$ cat config.mk
export PLATFORM = sky130hd
export DESIGN_NAME = traffic_light_moore_controller_top
export DESIGN_NICKNAME = d
export VERILOG_FILES = /design/src/rtl/tlc_pkg.sv /design/src/rtl/tlc_fsm.sv /design/src/rtl/traffic_light_moore_controller_top.sv
export SDC_FILE = /design/constraint.sdc
export NUM_CORES = 1
export LEC_CHECK = 0
export BUFFER_PORTS_ARGS = -buffer_cell sky130_fd_sc_hd__buf_2
export CORE_MARGIN = 8
export CORE_UTILIZATION = 30
export CTS_CLUSTER_DIAMETER = 50
export DETAILED_ROUTE_END_ITERATION = 6
export PLACE_DENSITY = 0.49
export SLEW_MARGIN = 20
export SYNTH_ARGS = -nofsm -noshare
export SYNTH_HDL_FRONTEND = slang
export SYNTH_SLANG_ARGS = --single-unit
$ cat constraint.sdc
create_clock -name clk_i -period 3.8 [get_ports clk_i]
set_input_delay 0.38 -clock clk_i [delete_from_list [all_inputs] [get_ports clk_i]]
set_output_delay 0.38 -clock clk_i [all_outputs]
set_load 0.05 [all_outputs]
$ cat src/rtl/tlc_pkg.sv
package tlc_pkg;

  localparam int unsigned PhaseW = 4;
  localparam int unsigned SensW  = 3;
  localparam int unsigned DwellW = 8;
  localparam int unsigned CarW   = 6;

  localparam logic [DwellW-1:0] DwellReset = 8'd15;

  // Light state codes.
  localparam logic [PhaseW-1:0] ST_GO_WEST    = 4'd0;
  localparam logic [PhaseW-1:0] ST_WAIT_WEST  = 4'd1;
  localparam logic [PhaseW-1:0] ST_GO_SOUTH   = 4'd2;
  localparam logic [PhaseW-1:0] ST_WAIT_SOUTH = 4'd3;
  localparam logic [PhaseW-1:0] ST_WALK       = 4'd4;
  localparam logic [PhaseW-1:0] ST_OFF_1      = 4'd5;
  localparam logic [PhaseW-1:0] ST_BLINK_1    = 4'd6;
  localparam logic [PhaseW-1:0] ST_OFF_2      = 4'd7;
  localparam logic [PhaseW-1:0] ST_BLINK_2    = 4'd8;
  localparam logic [PhaseW-1:0] ST_OFF_3      = 4'd9;
  localparam logic [PhaseW-1:0] ST_LAST_BLINK = 4'd10;

  // Sensor bit positions.
  localparam int unsigned SensPed = 2;
  localparam int unsigned SensNs  = 1;
  localparam int unsigned SensEw  = 0;

  // Car lamp patterns: east/west R,Y,G then north/south R,Y,G.
  localparam logic [CarW-1:0] CarGoWest    = 6'h0C;
  localparam logic [CarW-1:0] CarWaitWest  = 6'h14;
  localparam logic [CarW-1:0] CarGoSouth   = 6'h21;
  localparam logic [CarW-1:0] CarWaitSouth = 6'h22;
  localparam logic [CarW-1:0] CarAllRed    = 6'h24;

  typedef struct packed {
    logic [CarW-1:0]   car_lights;
    logic              walk_lamp;
    logic              dont_walk_lamp;
    logic [PhaseW-1:0] light_state;
  } tlc_lamps_t;

  // Lamps shown while a state is in force.
  function automatic tlc_lamps_t lamps_of(logic [PhaseW-1:0] s);
    tlc_lamps_t l;
    l.light_state    = s;
    l.walk_lamp      = 1'b0;
    l.dont_walk_lamp = 1'b1;
    unique case (s) inside
      ST_GO_WEST:    l.car_lights = CarGoWest;
      ST_WAIT_WEST:  l.car_lights = CarWaitWest;
      ST_GO_SOUTH:   l.car_lights = CarGoSouth;
      ST_WAIT_SOUTH: l.car_lights = CarWaitSouth;
      ST_WALK: begin
        l.car_lights     = CarAllRed;
        l.walk_lamp      = 1'b1;
        l.dont_walk_lamp = 1'b0;
      end
      ST_OFF_1, ST_OFF_2, ST_OFF_3: begin
        l.car_lights     = CarAllRed;
        l.dont_walk_lamp = 1'b0;
      end
      default: l.car_lights = CarAllRed;
    endcase
    return l;
  endfunction

  // Transition table, sampled on the last tick of a dwell.
  function automatic logic [PhaseW-1:0] next_phase(logic [PhaseW-1:0] s,
                                                   logic [SensW-1:0]  sens);
    logic [PhaseW-1:0] n;
    n = ST_GO_WEST;
    unique case (s)
      ST_GO_WEST:
        n = (sens[SensPed] | sens[SensNs]) ? ST_WAIT_WEST : ST_GO_WEST;
      ST_WAIT_WEST:
        n = sens[SensNs] ? ST_GO_SOUTH : (sens[SensPed] ? ST_WALK : ST_GO_WEST);
      ST_GO_SOUTH:
        n = (sens[SensPed] | sens[SensEw]) ? ST_WAIT_SOUTH : ST_GO_SOUTH;
      ST_WAIT_SOUTH:
        n = sens[SensPed] ? ST_WALK : (sens[SensEw] ? ST_GO_WEST : ST_GO_SOUTH);
      ST_WALK:
        n = (sens[SensNs] | sens[SensEw]) ? ST_OFF_1 : ST_WALK;
      ST_OFF_1:      n = ST_BLINK_1;
      ST_BLINK_1:    n = ST_OFF_2;
      ST_OFF_2:      n = ST_BLINK_2;
      ST_BLINK_2:    n = ST_OFF_3;
      ST_OFF_3:      n = ST_LAST_BLINK;
      ST_LAST_BLINK:
        n = sens[SensEw] ? ST_WAIT_WEST : (sens[SensNs] ? ST_WAIT_SOUTH : ST_WALK);
      default:       n = ST_GO_WEST;
    endcase
    return n;
  endfunction

endpackage

$ cat src/rtl/tlc_fsm.sv
module tlc_fsm (
  input  logic                         clk_i,
  input  logic                         rst_ni,
  input  logic                         step_i,
  input  logic [tlc_pkg::SensW-1:0]    sensors_i,
  input  logic [tlc_pkg::DwellW-1:0]   dwell_ticks_i,
  output tlc_pkg::tlc_lamps_t          lamps_o
);
  import tlc_pkg::*;

  logic [PhaseW-1:0] phase_q, phase_d, cur_phase;
  logic [DwellW-1:0] count_q, count_d;
  logic [DwellW:0]   count_inc;

  // Codes beyond the last state behave as go west.
  assign cur_phase = (phase_q > ST_LAST_BLINK) ? ST_GO_WEST : phase_q;
  assign count_inc = {1'b0, count_q} + {{DwellW{1'b0}}, 1'b1};
  assign lamps_o   = lamps_of(cur_phase);

  always_comb begin
    phase_d = phase_q;
    count_d = count_q;
    if (step_i) begin
      if (count_inc >= {1'b0, dwell_ticks_i}) begin
        phase_d = next_phase(cur_phase, sensors_i);
        count_d = '0;
      end else begin
        phase_d = cur_phase;
        count_d = count_inc[DwellW-1:0];
      end
    end
  end

  always_ff @(posedge clk_i or negedge rst_ni) begin
    if (!rst_ni) begin
      phase_q <= ST_GO_WEST;
      count_q <= '0;
    end else begin
      phase_q <= phase_d;
      count_q <= count_d;
    end
  end

endmodule

$ cat src/rtl/traffic_light_moore_controller_top.sv
// Moore traffic-light and pedestrian-crossing controller.
// Each input beat on the in channel is one 10 ms tick carrying the three
// sensor bits (pedestrian, north/south car, east/west car). Every tick yields
// exactly one output beat with the six car lamps, the walk and don't-walk
// lamps and the number of the state that was in force during that tick.
// The cfg channel writes the dwell length in ticks; it is always ready and
// should only be written while no tick is in flight.
// From input acceptance a tick passes through the input register, then the
// state step and lamp lookup land in the result register. Throughput is one
// tick per cycle while the receiver keeps out_ready_i high, set by the
// registered state and dwell-counter update.
// When the receiver stalls, the result register holds its beat and the input
// register can still take one more tick, after which in_ready_o drops until
// the result is taken.
// Reset puts the controller in the go west state with the dwell counter at
// zero and the dwell length at 15 ticks; both registers are empty.
module traffic_light_moore_controller_top (
  input  logic                          clk_i,
  input  logic                          rst_ni,
  input  logic                          in_valid_i,
  output logic                          in_ready_o,
  input  logic [tlc_pkg::SensW-1:0]     sensors_i,
  output logic                          out_valid_o,
  input  logic                          out_ready_i,
  output logic [tlc_pkg::CarW-1:0]      car_lights_o,
  output logic                          walk_lamp_o,
  output logic                          dont_walk_lamp_o,
  output logic [tlc_pkg::PhaseW-1:0]    light_state_o,
  input  logic                          cfg_valid_i,
  output logic                          cfg_ready_o,
  input  logic [tlc_pkg::DwellW-1:0]    dwell_ticks_i
);
  import tlc_pkg::*;

  logic              in_vld_q;
  logic [SensW-1:0]  sens_q;
  logic              out_vld_q;
  tlc_lamps_t        res_q;
  tlc_lamps_t        cur_lamps;
  logic [DwellW-1:0] dwell_q;
  logic              advance;

  // A held tick moves into the result register whenever that register is
  // empty or being drained in the same cycle.
  assign advance     = in_vld_q && (!out_vld_q || out_ready_i);
  assign in_ready_o  = !in_vld_q || advance;
  assign cfg_ready_o = 1'b1;

  tlc_fsm u_fsm (
    .clk_i        (clk_i),
    .rst_ni       (rst_ni),
    .step_i       (advance),
    .sensors_i    (sens_q),
    .dwell_ticks_i(dwell_q),
    .lamps_o      (cur_lamps)
  );

  always_ff @(posedge clk_i or negedge rst_ni) begin
    if (!rst_ni) begin
      in_vld_q  <= 1'b0;
      out_vld_q <= 1'b0;
      dwell_q   <= DwellReset;
    end else begin
      if (in_ready_o) begin
        in_vld_q <= in_valid_i;
      end
      if (advance) begin
        out_vld_q <= 1'b1;
      end else if (out_ready_i) begin
        out_vld_q <= 1'b0;
      end
      if (cfg_valid_i) begin
        dwell_q <= dwell_ticks_i;
      end
    end
  end

  // Payload registers carry no reset.
  always_ff @(posedge clk_i) begin
    if (in_valid_i && in_ready_o) begin
      sens_q <= sensors_i;
    end
    if (advance) begin
      res_q <= cur_lamps;
    end
  end

  assign out_valid_o      = out_vld_q;
  assign car_lights_o     = res_q.car_lights;
  assign walk_lamp_o      = res_q.walk_lamp;
  assign dont_walk_lamp_o = res_q.dont_walk_lamp;
  assign light_state_o    = res_q.light_state;

endmodule

Word-level counts from Yosys, hierarchy flattened
Index checks and enable logic that the tools add are counted.
W data, S select, Z words.
{"block": "totals", "reg_bits": 37, "latch_bits": 0, "mem_bits_rw": 0, "rom_bits": 0, "output_inout_bits": 15, "elab_cells": 53, "mem_count": 0}
{"block": "op_classes", "n_addsub": 1, "n_mul": 0, "n_div": 0, "magnitude_cmp": 2, "n_eq_ne": 10, "shifts": 0, "muxes": 18, "bitwise": 3, "reduce_logical": 9}
{"cell": "$pmux W4 S11", "count": 1}
{"cell": "$pmux W6 S4", "count": 1}
{"cell": "$mux W4", "count": 5}
{"cell": "$eq A4 B3 Y1 const B", "count": 4}
{"cell": "$eq A4 B4 Y1 const B", "count": 3}
{"cell": "$add A8 B1 Y9 const B", "count": 1}
{"cell": "$ge A9 B8 Y1", "count": 1}
{"cell": "$eq A4 B2 Y1 const B", "count": 2}
{"cell": "$mux W8", "count": 1}
{"cell": "$mux W1", "count": 7}
{"cell": "$mux W3", "count": 2}
{"cell": "$eq A4 B1 Y1 const B", "count": 1}
{"cell": "$gt A4 B4 Y1 const B", "count": 1}
{"cell": "$logic_not A4 Y1", "count": 1}
{"cell": "$reduce_or A4 Y1", "count": 1}
{"cell": "$or A1 B1 Y1", "count": 3}
{"cell": "$logic_and A1 B1 Y1", "count": 2}
{"cell": "$logic_not A1 Y1", "count": 2}
{"cell": "$logic_or A1 B1 Y1", "count": 2}
{"cell": "$mux W2", "count": 1}
{"cell": "$reduce_bool A2 Y1", "count": 1}

Longest topological paths before layout
Gate-level depths: netlist (run 1).
{"block": "logic_depth", "depth_word": 5, "mapped_depth": 11, "mapped_depth_nobuf": 10}

Modules after synthesis
A second synthesis (run 1) with hierarchy kept.
{"block": "unflattened", "hier_cells": 193, "area_unflattened_um2": 2083.2}
{"mod": "tlc_fsm", "n_inst": 1, "cells_each": 151, "area_per_inst_um2": 1196.1, "seq_area_each_um2": 300.3}
{"mod": "traffic_light_moore_controller_top", "n_inst": 1, "cells_each": 42, "area_per_inst_um2": 887.1, "seq_area_each_um2": 705.7}

Worst setup path before layout (run 1)
OpenSTA, ideal clock, no wires.
{"block": "synth_path", "kind": "flip-flop to flip-flop", "startpoint": "reg u_fsm.count_q[0]", "endpoint": "reg u_fsm.phase_q[0]", "setup_ps": 126, "arrival_ps": 2342, "required_ps": 3674, "setup_slack_ps": 1332, "stages_incl_launch_ff": 11, "n_path_buf": 0, "period_less_slack_ps": 2468, "cell_sequence": "dfrtp_1 ha_1 nand2_1 nor2_1 xor2_1 ha_1 a22oi_1 nand2_1 a31oi_2 o21ai_1 a221o_1"}
{"block": "synth_via", "elab_chain_cells": 3}
{"item": "start: declaration", "line": "tlc_fsm.sv:12", "text": "logic [DwellW-1:0] count_q, count_d;"}
{"item": "start signal: assignment", "line": "tlc_fsm.sv:40", "text": "count_q <= count_d;"}
{"item": "$add A8 B1 Y9", "line": "tlc_fsm.sv:17", "text": "assign count_inc = {1'b0, count_q} + {{DwellW{1'b0}}, 1'b1};"}
{"item": "$ge A9 B8 Y1", "line": "tlc_fsm.sv:24", "text": "if (count_inc >= {1'b0, dwell_ticks_i}) begin"}
{"item": "$mux W4", "line": "tlc_fsm.sv:24"}
{"item": "end signal: assignment", "line": "tlc_fsm.sv:39", "text": "phase_q <= phase_d;"}
{"item": "end: declaration", "line": "tlc_fsm.sv:11", "text": "logic [PhaseW-1:0] phase_q, phase_d, cur_phase;"}
No other way between the ends.
A chain may end at the register's enable or synchronous reset.

Final worst setup path (run 1)
Ends and elaborated chain as after synthesis.

==> run_results.csv, run 1 <==
group,metric,value,unit
final_layout,layout-drive-gt1-share,22.3,%
setup_path,arrival,2.96,ns
job,max_cap_viol_count,0,
placed_design,pre_cts_ws,1.01,ns
timing,maxSlewViolCount,0,
timing,rsz0062_at_grt,"false",
synthesis,seq_area_frac_synth,49.8,%
clocking,htree_levels,2,
power,p_per_area,586,nW/µm²
power,total_leakage_power,0.984,nW
setup_path,endpoint_kind,"flop",
detailed_routing,drtIter0Drc,167,
synthesis,synth_fp_nets,233,
timing,min_period_over_period,73.2,%
global_routing,grt_pass1_vias,1584,
detailed_routing,vias,1512,
timing,max_slew.worst_pin.slew,0.531,ns
power,clkPwrFrac,21.7,%
die,ioPinCount,31,
power,ir_drop,123,µV
die,initial_utilization,30.4,%
synthesis,yosys_warnings,0,
detailed_routing,first_pass_iters,4,
detailed_routing,viasPerCell,4.83,
global_routing,antenna_found_initial,0,
synthesis,ys_seq_elements,37,
synthesis,ys.flop_type,"dfrtp_1",
clocking,cts-root-buf,"clkbuf_8",
global_routing,grt_first_pass_wirelength,7520,µm
placed_design,gp_congestion,0.789,
timing,timing.final.ws_setup,1.02,ns
timing,holdWs,0.0592,ns
die,rows,30,
power,power.switching,0.538,mW
die,die_y,98.0,µm
power,intPower,0.810,mW
timing,fmax,0.360,GHz
power,p_comb_share,35.1,%
clocking,cts.path.max_buffers,2,
synthesis,synthArstFlopShare,59.5,%
final_layout,fillerInstances,681,
placed_design,io_buffers,29,
clocking,clkSinkCount,37,
final_layout,postLayoutCoreUtil,34.6,%
min_path,hold_path_class,"input port to asynchronous set/reset pin",
clocking,cts_resized,0,
setup_path,worstPathRequired,3.98,ns
die,die-area,9610,µm²
timing,skew,0.00620,ns
synthesis,synth.distinct_cells,51,
final_layout,nets,257,
clocking,cts_setup_buffers,0,
die,coreArea,6640,µm²
power,seq_power_share,43.2,%
detailed_routing,wl_per_cell,13.5,µm
detailed_routing,drc,0,
synthesis,synth.avg_cell_area,9.71,µm²
synthesis,synthCells,208,
detailed_routing,ant_nets,0,
placed_design,dp_hpwl,3030,µm
synthesis,syn-cell-area,2020,µm²
timing,hold_viol_final,0,
timing,finalSetupTns,0,ns
final_layout,area_growth,13.9,%
setup_path,startpoint_type,"flop",
setup_path,cp_max_fo,8,
synthesis,synth-edff-count,15,
global_routing,grt_max_degree,26,
final_layout,insertedDiodeCount,0,
die,die_w,98.0,µm
global_routing,grt_overflow,0,
clocking,clock_latency,0.29,ns
timing,relSlewSlack,64.6,%
synthesis,ys_top_cells_by_area,"dfrtp_1 (22%), edfxtp_1 (22%), nand2_1 (5.9%)",
synthesis,yosysTopAreaCellShare,22.3,%
timing,period_needed,2.78,ns
timing,setup_violations,0,
global_routing,grtUsageTotal,9.54,%
clocking,path_clk_slew,0.08,ns
detailed_routing,routed_wl,4220,µm
clocking,cts_hold_buf,0,
power,swShare,39.9,%
clocking,cts_buffers,5,
status,status,"finished clean",
setup_path,crit_type,"flop to flop",
clocking,cts_tree,"done",
synthesis,post-synth-top-area-cell,"dfrtp_1",
[synthesized netlist by cell type (2+ instances only)]
| library cell | instances |
|---|---|
| dfrtp_1 | 18 |
| o21ai_0 | 17 |
| nand3_1 | 6 |
| o211ai_1 | 4 |
| nor3_1 | 8 |
| dfstp_2 | 4 |
| or4_1 | 2 |
| clkbuf_1 | 6 |
| ha_1 | 9 |
| a22oi_1 | 2 |
| xnor2_1 | 2 |
| nor2b_1 | 3 |
| a21oi_1 | 7 |
| and2_1 | 5 |
| nor2_1 | 11 |
| xor2_1 | 4 |
| buf_2 | 3 |
| nand2b_1 | 5 |
| a31oi_1 | 2 |
| o211a_1 | 2 |
| o22ai_1 | 2 |
| inv_1 | 10 |
| o21ai_1 | 3 |
| nand2_1 | 32 |
| edfxtp_1 | 15 |
[state kept, by name (all words and copies together) (netlist names)]
name              cells
u_fsm.count_q         8
walk_lamp_o           1
out_valid_o           1
light_state_o         4
dwell_q               8
sens_q                3
u_fsm.phase_q         4
car_lights_o          6
dont_walk_lamp_o      1
in_vld_q              1
[layout by cell type, fill, tap and decap left out, drive strengths merged, types with 3 or more instances in the layout]
| master | instances |
|---|---|
| xor2 | 4 |
| o21ai | 21 |
| and2 | 5 |
| nand2 | 32 |
| inv | 12 |
| o211ai | 4 |
| nand3 | 7 |
| a31oi | 3 |
| edfxtp | 15 |
| ha | 9 |
| nor2b | 3 |
| nand2b | 5 |
| a21oi | 8 |
| dfstp | 4 |
| nor2 | 11 |
| nor3 | 8 |
| clkbuf | 6 |
| buf | 29 |
| dfrtp | 18 |
[layout make-up]
type,instances,area [µm²],area share [%]
tap,80,100,4.35
clock buffer,6,82.6,3.59
inverter,12,50.0,2.18
sequential,37,1010,43.7
multi-input combinational,147,903,39.3
timing repair buffer,29,145,6.31
clock inverter,2,13.8,0.598
[power groups by stage]
stage / Sequential, mW / Combinational [mW] / Clock [mW]
floorplan: 0.644 / 0.320 / 0
global placement: 0.589 / 0.474 / 0
detailed placement: 0.591 / 0.478 / 0
CTS: 0.582 / 0.480 / 0.306
global route: 0.597 / 0.537 / 0.316
finish: 0.582 / 0.474 / 0.293
[logic make-up (layout without fill, tap and decap cells)]
logic type	after synthesis	count (layout)	synth area share [%]
AOI/OAI and AO/OA	51	51	16.8
and+or+nand+nor	78	78	18.5
adders and majority gates	9	9	5.58
DFF	37	37	49.8
muxes	2	2	1.12
xor gates and xnor gates	6	6	2.60
other	1	1	0.186
buffers and inverters	24	49	5.45
[metal layers]
layer / up-vias / share of wire (%) / global-route usage, %
met5: - / 0 / 0
met1: 695 / 49 / 11.9
li1: 782 / - / -
met2: 29 / 45 / 14.6
met4: 0 / 2.0 / 4.68
met3: 6 / 4.1 / 2.77
[metrics by stage]
| stage | instances | area [µm²] | total power, mW |
|---|---|---|---|
| floorplan | 208 | 2020 | 0.964 |
| global placement | 305 | 2200 | 1.06 |
| detailed placement | 305 | 2200 | 1.07 |
| CTS | 313 | 2300 | 1.37 |
| global route | 313 | 2300 | 1.45 |
| finish | 313 | 2300 | 1.35 |
[critical path, cell delays in order (launching register included)]
cell and delay (ns):
dfrtp_1 0.42, ha_1 0.27, nand2_1 0.11, nor2_1 0.24, xor2_1 0.19, ha_1 0.26, a22oi_1 0.17, nand2_1 0.08
a31oi_2 0.37, o21ai_1 0.24, a221o_1 0.32
[path summary, 6_finish.rpt]
kind | to | cells after the start | startpoint | slack (ns)
hold reg to reg | out_valid_o$_DFFE_PN0P_ | 1 | in_vld_q$_DFFE_PN0N_ | 0.50
min in group clk_i | sens_q[2]$_DFFE_PP_ | 1 | sensors_i[2] | 0.26
setup reg to reg | u_fsm.phase_q[0]$_DFFE_PN0P_ | 10 | u_fsm.count_q[0]$_DFFE_PN0P_ | 1.02
max in group asynchronous | dwell_q[3]$_DFFE_PN1P_ | 1 | rst_ni | 3.38
hold / removal | u_fsm.count_q[0]$_DFFE_PN0P_ | 1 | rst_ni | 0.06
setup / recovery | u_fsm.phase_q[0]$_DFFE_PN0P_ | 10 | u_fsm.count_q[0]$_DFFE_PN0P_ | 1.02
Power figures use the tool's default switching activity.
==> run 2: changes to the inputs <==
==> constraint.sdc (replaced) <==
create_clock -name clk_i -period 2.9 [get_ports clk_i]
set_input_delay 0.29 -clock clk_i [delete_from_list [all_inputs] [get_ports clk_i]]
set_output_delay 0.29 -clock clk_i [all_outputs]
set_load 0.05 [all_outputs]
==> run 2 against run 1 <==
Net effect:
- clock skew barely moved
- first-iteration DRC count decreased by 65%
- non-clock buffer count is 4 higher
- power is 36% higher
- sequential power increased by 31%
- maximum frequency increased by 6.9%
- die area stayed put
==> run_results.csv, run 2 (synthesized netlist as in run 1, its figures left out) <==
group,metric,value,unit
power,ir_drop,215,µV
detailed_routing,first_pass_iters,4,
global_routing,grt_overflow,0,
clocking,clock_latency,0.28,ns
setup_path,startpoint_type,"flop",
clocking,cts.path.max_buffers,2,
detailed_routing,ant_nets,0,
die,coreArea,6640,µm²
timing,max_slew.worst_pin.slew,0.510,ns
setup_path,arrival,2.77,ns
final_layout,area_growth,16.2,%
detailed_routing,routed_wl,4180,µm
global_routing,grtUsageTotal,9.11,%
min_path,hold_path.startpoint,"sensors_i[1]",
die,die-area,9610,µm²
final_layout,final_cell_mix,"nand2_1 (32), buf_2 (29), dfrtp_1 (18)",
global_routing,grt_pass1_vias,1553,
setup_path,cp_max_fo,6,
detailed_routing,drtIter0Drc,59,
power,p_per_area,780,nW/µm²
status,status,"finished clean",
timing,min_period_over_period,89.7,%
global_routing,antenna_found_initial,0,
final_layout,nets,261,
detailed_routing,vias,1532,
timing,fmax,0.385,GHz
clocking,cts_tree,"done",
timing,finalSetupTns,0,ns
clocking,cts_buffers,5,
clocking,path_clk_slew,0.07,ns
global_routing,grt_max_degree,25,
timing,hold_viol_final,0,
placed_design,gp_congestion,0.776,
power,total_leakage_power,1.00,nW
setup_path,crit_type,"flop to flop",
placed_design,pre_cts_ws,0.230,ns
final_layout,postLayoutCoreUtil,35.3,%
timing,skew,0.00609,ns
placed_design,io_buffers,29,
die,die_y,98.0,µm
detailed_routing,viasPerCell,4.83,
timing,maxSlewViolCount,0,
timing,period_needed,2.60,ns
clocking,clkSinkCount,37,
die,die_w,98.0,µm
clocking,htree_levels,2,
global_routing,grt_first_pass_wirelength,7130,µm
timing,setup_violations,0,
job,max_cap_viol_count,0,
detailed_routing,drc,0,
die,rows,30,
final_layout,layout-drive-gt1-share,22.8,%
min_path,hold_path_class,"input port to flop",
final_layout,mostFrequentLayoutCell,"nand2_1",
setup_path,worstReg2RegStart,"u_fsm.count_q[0]$_DFFE_PN0P_",
timing,relSlewSlack,66.0,%
die,initial_utilization,30.4,%
timing,timing.final.ws_setup,0.299,ns
placed_design,dp_hpwl,3060,µm
timing,rsz0062_at_grt,"false",
setup_path,worstPathRequired,3.07,ns
detailed_routing,wl_per_cell,13.2,µm
setup_path,endpoint_kind,"flop",
die,ioPinCount,31,
setup_path,startpoint,"u_fsm.count_q[0]$_DFFE_PN0P_",
clocking,cts-root-buf,"clkbuf_8",
final_layout,insertedDiodeCount,0,
run 2: per-stage QoR:
step | power [mW] | cell area [µm²] | hold WS [ns] | instances
after floorplan | 1.26 | 2020 | -0.00559 | 208
after global placement | 1.41 | 2230 | 0.286 | 308
after detailed placement | 1.41 | 2230 | 0.290 | 308
after CTS | 1.86 | 2340 | 0.166 | 317
after global routing | 1.96 | 2350 | 0.172 | 317
final | 1.83 | 2350 | 0.178 | 317
run 2: repair_timing:
action,in CTS,in global routing
setup buffers,0,0
hold buffers,1,0
endpoints found under the hold margin,18,0
endpoints found under the setup margin,0,1
resized for setup,0,1
run 2: layout make-up:
class	instances	area [µm²]
Clock buffer	6	72.6
Clock inverter	2	33.8
Fill cell	690	4300
Inverter	12	50.0
Multi-Input combinational cell	147	906
Sequential cell	37	1010
Tap cell	80	100
Timing Repair Buffer	33	178
run 2: power by group:
part	leakage, nW	internal [mW]	total [mW]	switching (mW)
Combinational	0.549	0.225	0.634	0.409
Clock	0.0528	0.254	0.435	0.181
Sequential	0.403	0.658	0.762	0.103
Total	1.00	1.14	1.83	0.693
run 2: worst paths after layout:
| check | to | slack, ns | cells past startpoint |
|---|---|---|---|
| setup / recovery | u_fsm.phase_q[0]$_DFFE_PN0P_ | 0.30 | 10 |
| hold / removal | sens_q[1]$_DFFE_PP_ | 0.18 | 1 |
| setup reg to reg | u_fsm.phase_q[0]$_DFFE_PN0P_ | 0.30 | 10 |
| hold reg to reg | out_valid_o$_DFFE_PN0P_ | 0.51 | 1 |
| max in group asynchronous | dwell_q[3]$_DFFE_PN1P_ | 2.04 | 2 |
| min in group asynchronous | u_fsm.phase_q[2]$_DFFE_PN0P_ | 0.50 | 2 |
run 2: per-layer routing:
layer,wire length (µm),part of all wire (%),track usage (%),up-vias
met5,0,0,0,-
met4,85,2.0,5.04,0
met3,175,4.2,2.42,5
met2,1860,44,14.0,29
met1,2060,49,11.4,716
li1,-,-,-,782
run 2: critical path, cell delays in order, from the launching register on:
cell	delay [ns]
dfrtp_1	0.43
ha_1	0.27
nand2_1	0.12
nor2_2	0.18
xor2_1	0.17
ha_1	0.26
a22oi_1	0.17
nand2_1	0.08
a31oi_2	0.28
o21ai_1	0.20
a221o_1	0.31
==> run 3: changes to the inputs <==
--- a/config.mk
+++ b/config.mk
@@ -5,12 +5,15 @@
 export SDC_FILE = /design/constraint.sdc
 export NUM_CORES = 1
 export LEC_CHECK = 0
+export ABC_AREA = 1
 export BUFFER_PORTS_ARGS = -buffer_cell sky130_fd_sc_hd__buf_2
+export CORE_ASPECT_RATIO = 1.25
 export CORE_MARGIN = 8
 export CORE_UTILIZATION = 30
 export CTS_CLUSTER_DIAMETER = 50
 export DETAILED_ROUTE_END_ITERATION = 6
-export PLACE_DENSITY = 0.49
+export PLACE_DENSITY = 0.48
+export RECOVER_POWER = 25
 export SLEW_MARGIN = 20
 export SYNTH_ARGS = -nofsm -noshare
 export SYNTH_HDL_FRONTEND = slang
==> run 3 against run 2 <==
Net effect:
- via count increased by 5.0%
- area after synthesis increased by 2.9%
- sequential power increased by 6.8%
- worst setup slack improved by 0.16 ns
- clock-buffer cell count unchanged
==> run_results.csv, run 3 <==
group,metric,value,unit
detailed_routing,first_pass_iters,4,
synthesis,synthAdderAreaFrac,5.42,%
synthesis,synthTopCellsByCount,"nand2_1 (67), inv_1 (35), dfrtp_1 (18), edfxtp_1 (15), nor2_1 (15)",
final_layout,area_growth,15.1,%
synthesis,synth_compound_area_share,4.94,%
setup_path,arrival,2.67,ns
global_routing,grtUsageTotal,9.38,%
placed_design,dp_hpwl,3330,µm
synthesis,synth-edff-count,15,
synthesis,synth_fp_nets,266,
synthesis,synth_top_family_by_area,"simple AND/OR/NAND/NOR gates",
die,die-area,9860,µm²
die,ioPinCount,31,
timing,relSlewSlack,16.5,%
clocking,cts-root-buf,"clkbuf_8",
global_routing,grt_max_degree,23,
final_layout,layout-drive-gt1-share,23.4,%
status,status,"finished clean",
global_routing,antenna_found_initial,0,
global_routing,use_met2,17.4,%
synthesis,synth.most_common_cell,"nand2_1",
final_layout,final_cell_mix,"nand2_1 (67), inv_1 (35), buf_2 (28)",
detailed_routing,wl_per_cell,12.0,µm
global_routing,grt_pass1_vias,1576,
final_layout,mostFrequentLayoutCell,"nand2_1",
timing,maxSlewViolCount,0,
detailed_routing,drc,0,
clocking,cts_buffers,5,
final_layout,fillerInstances,718,
placed_design,io_buffers,29,
synthesis,synth.distinct_cells,29,
min_path,hold_depth,1,
final_layout,nets,297,
clocking,htree_levels,2,
die,die_w,90.4,µm
synthesis,synthXorXnorAreaFrac,2.47,%
timing,period_needed,2.44,ns
synthesis,synthArstFlopShare,59.5,%
clocking,cts.path.max_buffers,2,
setup_path,reg2reg_depth,15,
clocking,clkSinkCount,37,
synthesis,syn-cell-area,2080,µm²
detailed_routing,drtIter0Drc,39,
clocking,cts_tree,"done",
timing,max_slew.worst_pin.slew,1.25,ns
die,rows,34,
final_layout,final_area,2390,µm²
min_path,hold_path_class,"input port to flop",
synthesis,synth.avg_cell_area,8.62,µm²
power,seq_power_share,38.8,%
synthesis,yosys_warnings,0,
die,coreArea,6850,µm²
timing,hold_viol_final,0,
setup_path,crit_type,"flop to flop",
min_path,hold_path.startpoint,"sensors_i[2]",
synthesis,ys_top_cells_by_area,"dfrtp_1 (22%), edfxtp_1 (22%), nand2_1 (12%)",
power,power.switching,0.937,mW
timing,holdWs,0.181,ns
power,p_total,2.10,mW
power,intPower,1.16,mW
timing,fmax,0.410,GHz
synthesis,synthSimpleGateAreaFrac,28.1,%
timing,min_period_over_period,84.2,%
power,p_per_area,877,nW/µm²
setup_path,crit_chain,"ha_1 > nand3_2 > nor2_2 > nand2_1 > xor2_1 > ha_1 > nand2_1 > nand2_1 > nor2_1 > nand3_1 > nand2_1 > nand4_1 > inv_2 > nand2_1 > nand2_1",
setup_path,endpoint_kind,"flop",
setup_path,critPathTopFamily,"simple AND/OR/NAND/NOR gates",
power,total_leakage_power,1.24,nW
detailed_routing,ant_nets,0,
synthesis,muxShareOfSynthArea,0.542,%
synthesis,synthCells,241,
setup_path,startpoint,"u_fsm.count_q[0]$_DFFE_PN0P_",
setup_path,worstReg2RegStart,"u_fsm.count_q[0]$_DFFE_PN0P_",
setup_path,worstPathRequired,3.13,ns
timing,skew,0.00351,ns
synthesis,ys.flop_type,"dfrtp_1",
setup_path,crit_cells,15,
power,clkPwrFrac,17.8,%
timing,setup_violations,0,
global_routing,grt_overflow,0,
final_layout,postLayoutCoreUtil,34.9,%
clocking,path_clk_slew,0.07,ns
global_routing,busiest_layer,"met2",
global_routing,grt_util_met3,2.41,%
placed_design,gp_congestion,0.743,
setup_path,cp_max_fo,5,
detailed_routing,vias,1608,
die,die_y,109,µm
setup_path,path_common_cell,"nand2_1",
synthesis,post-synth-top-area-cell,"dfrtp_1",
power,p_comb_share,43.4,%
clocking,clock_latency,0.29,ns
setup_path,startpoint_type,"flop",
timing,finalSetupTns,0,ns
timing,rsz0062_at_grt,"false",
setup_path,critPathBufInv,1,
die,initial_utilization,30.3,%
global_routing,grt_use_met1,9.83,%
synthesis,ys_seq_elements,37,
final_layout,multiInputGateArea,865,µm²
setup_path,crit_slowest_cell,"dfrtp_1",
detailed_routing,routed_wl,4340,µm
detailed_routing,viasPerCell,4.43,
job,max_cap_viol_count,0,
clocking,cts_setup_buffers,0,
power,ir_drop,273,µV
global_routing,grt_first_pass_wirelength,7420,µm
final_layout,regArea,1010,µm²
placed_design,place_area,2290,µm²
power,swShare,44.7,%
synthesis,seq_area_frac_synth,48.4,%
final_layout,insertedDiodeCount,0,
synthesis,yosysTopAreaCellShare,21.7,%
setup_path,cpPeakStageDelay,0.42,ns
==> run 3: layout make-up <==
type	count	area share [%]
multi-input combinational	156	36.2
tap	90	4.71
clock buffer	6	3.45
clock inverter	2	0.366
sequential	37	42.1
timing repair buffer	31	6.75
inverter	41	6.49
==> run 3: cells by family (layout without fill, tap and decap cells) <==
logic type / Yosys count / count (layout)
AND/OR/NAND/NOR: 121 / 121
buffers and inverters: 48 / 80
flip-flops: 37 / 37
AO/OA/AOI/OAI: 19 / 19
adder cells (fa/ha/maj): 9 / 9
XOR/XNOR: 5 / 5
other: 1 / 1
multiplexers: 1 / 1
==> run 3: power by group through the flow <==
stage                     Sequential, mW  Clock (mW)  Combinational (mW)
final                              0.814       0.374               0.909
after global routing               0.832       0.407                1.03
after CTS                          0.815       0.387               0.922
after detailed placement           0.825           0               0.918
after global placement             0.824           0               0.913
after floorplan                    0.926           0               0.620
==> run 3: worst paths after layout <==
| kind | to | slack [ns] |
|---|---|---|
| worst max-delay path | u_fsm.count_q[1]$_DFFE_PN0P_ | 0.46 |
| worst min-delay path | sens_q[2]$_DFFE_PP_ | 0.18 |
| worst max register to register | u_fsm.count_q[1]$_DFFE_PN0P_ | 0.46 |
| worst min register to register | dwell_q[1]$_DFFE_PN1P_ | 0.49 |
| max in group asynchronous | u_fsm.count_q[3]$_DFFE_PN0P_ | 1.36 |
| min in group asynchronous | dwell_q[4]$_DFFE_PN0P_ | 0.79 |
==> run 3: routing by layer <==
metal  part of all wire [%]  up-vias
li1                       -      833
met1                     41      736
met2                     54       32
met3                    4.0        7
met4                    1.5        0
met5                      0        -
==> run 3: per-stage QoR <==
step	worst slack, ns	instances
final	0.458	363
after global routing	0.203	363
after CTS	0.458	363
after detailed placement	0.471	354
after global placement	0.531	354
after floorplan	0.760	241
==> run 3: repair_timing <==
item | CTS | global route
gates resized for setup | 0 | 0
hold endpoints to repair | 18 | 0
hold buffers | 1 | 0
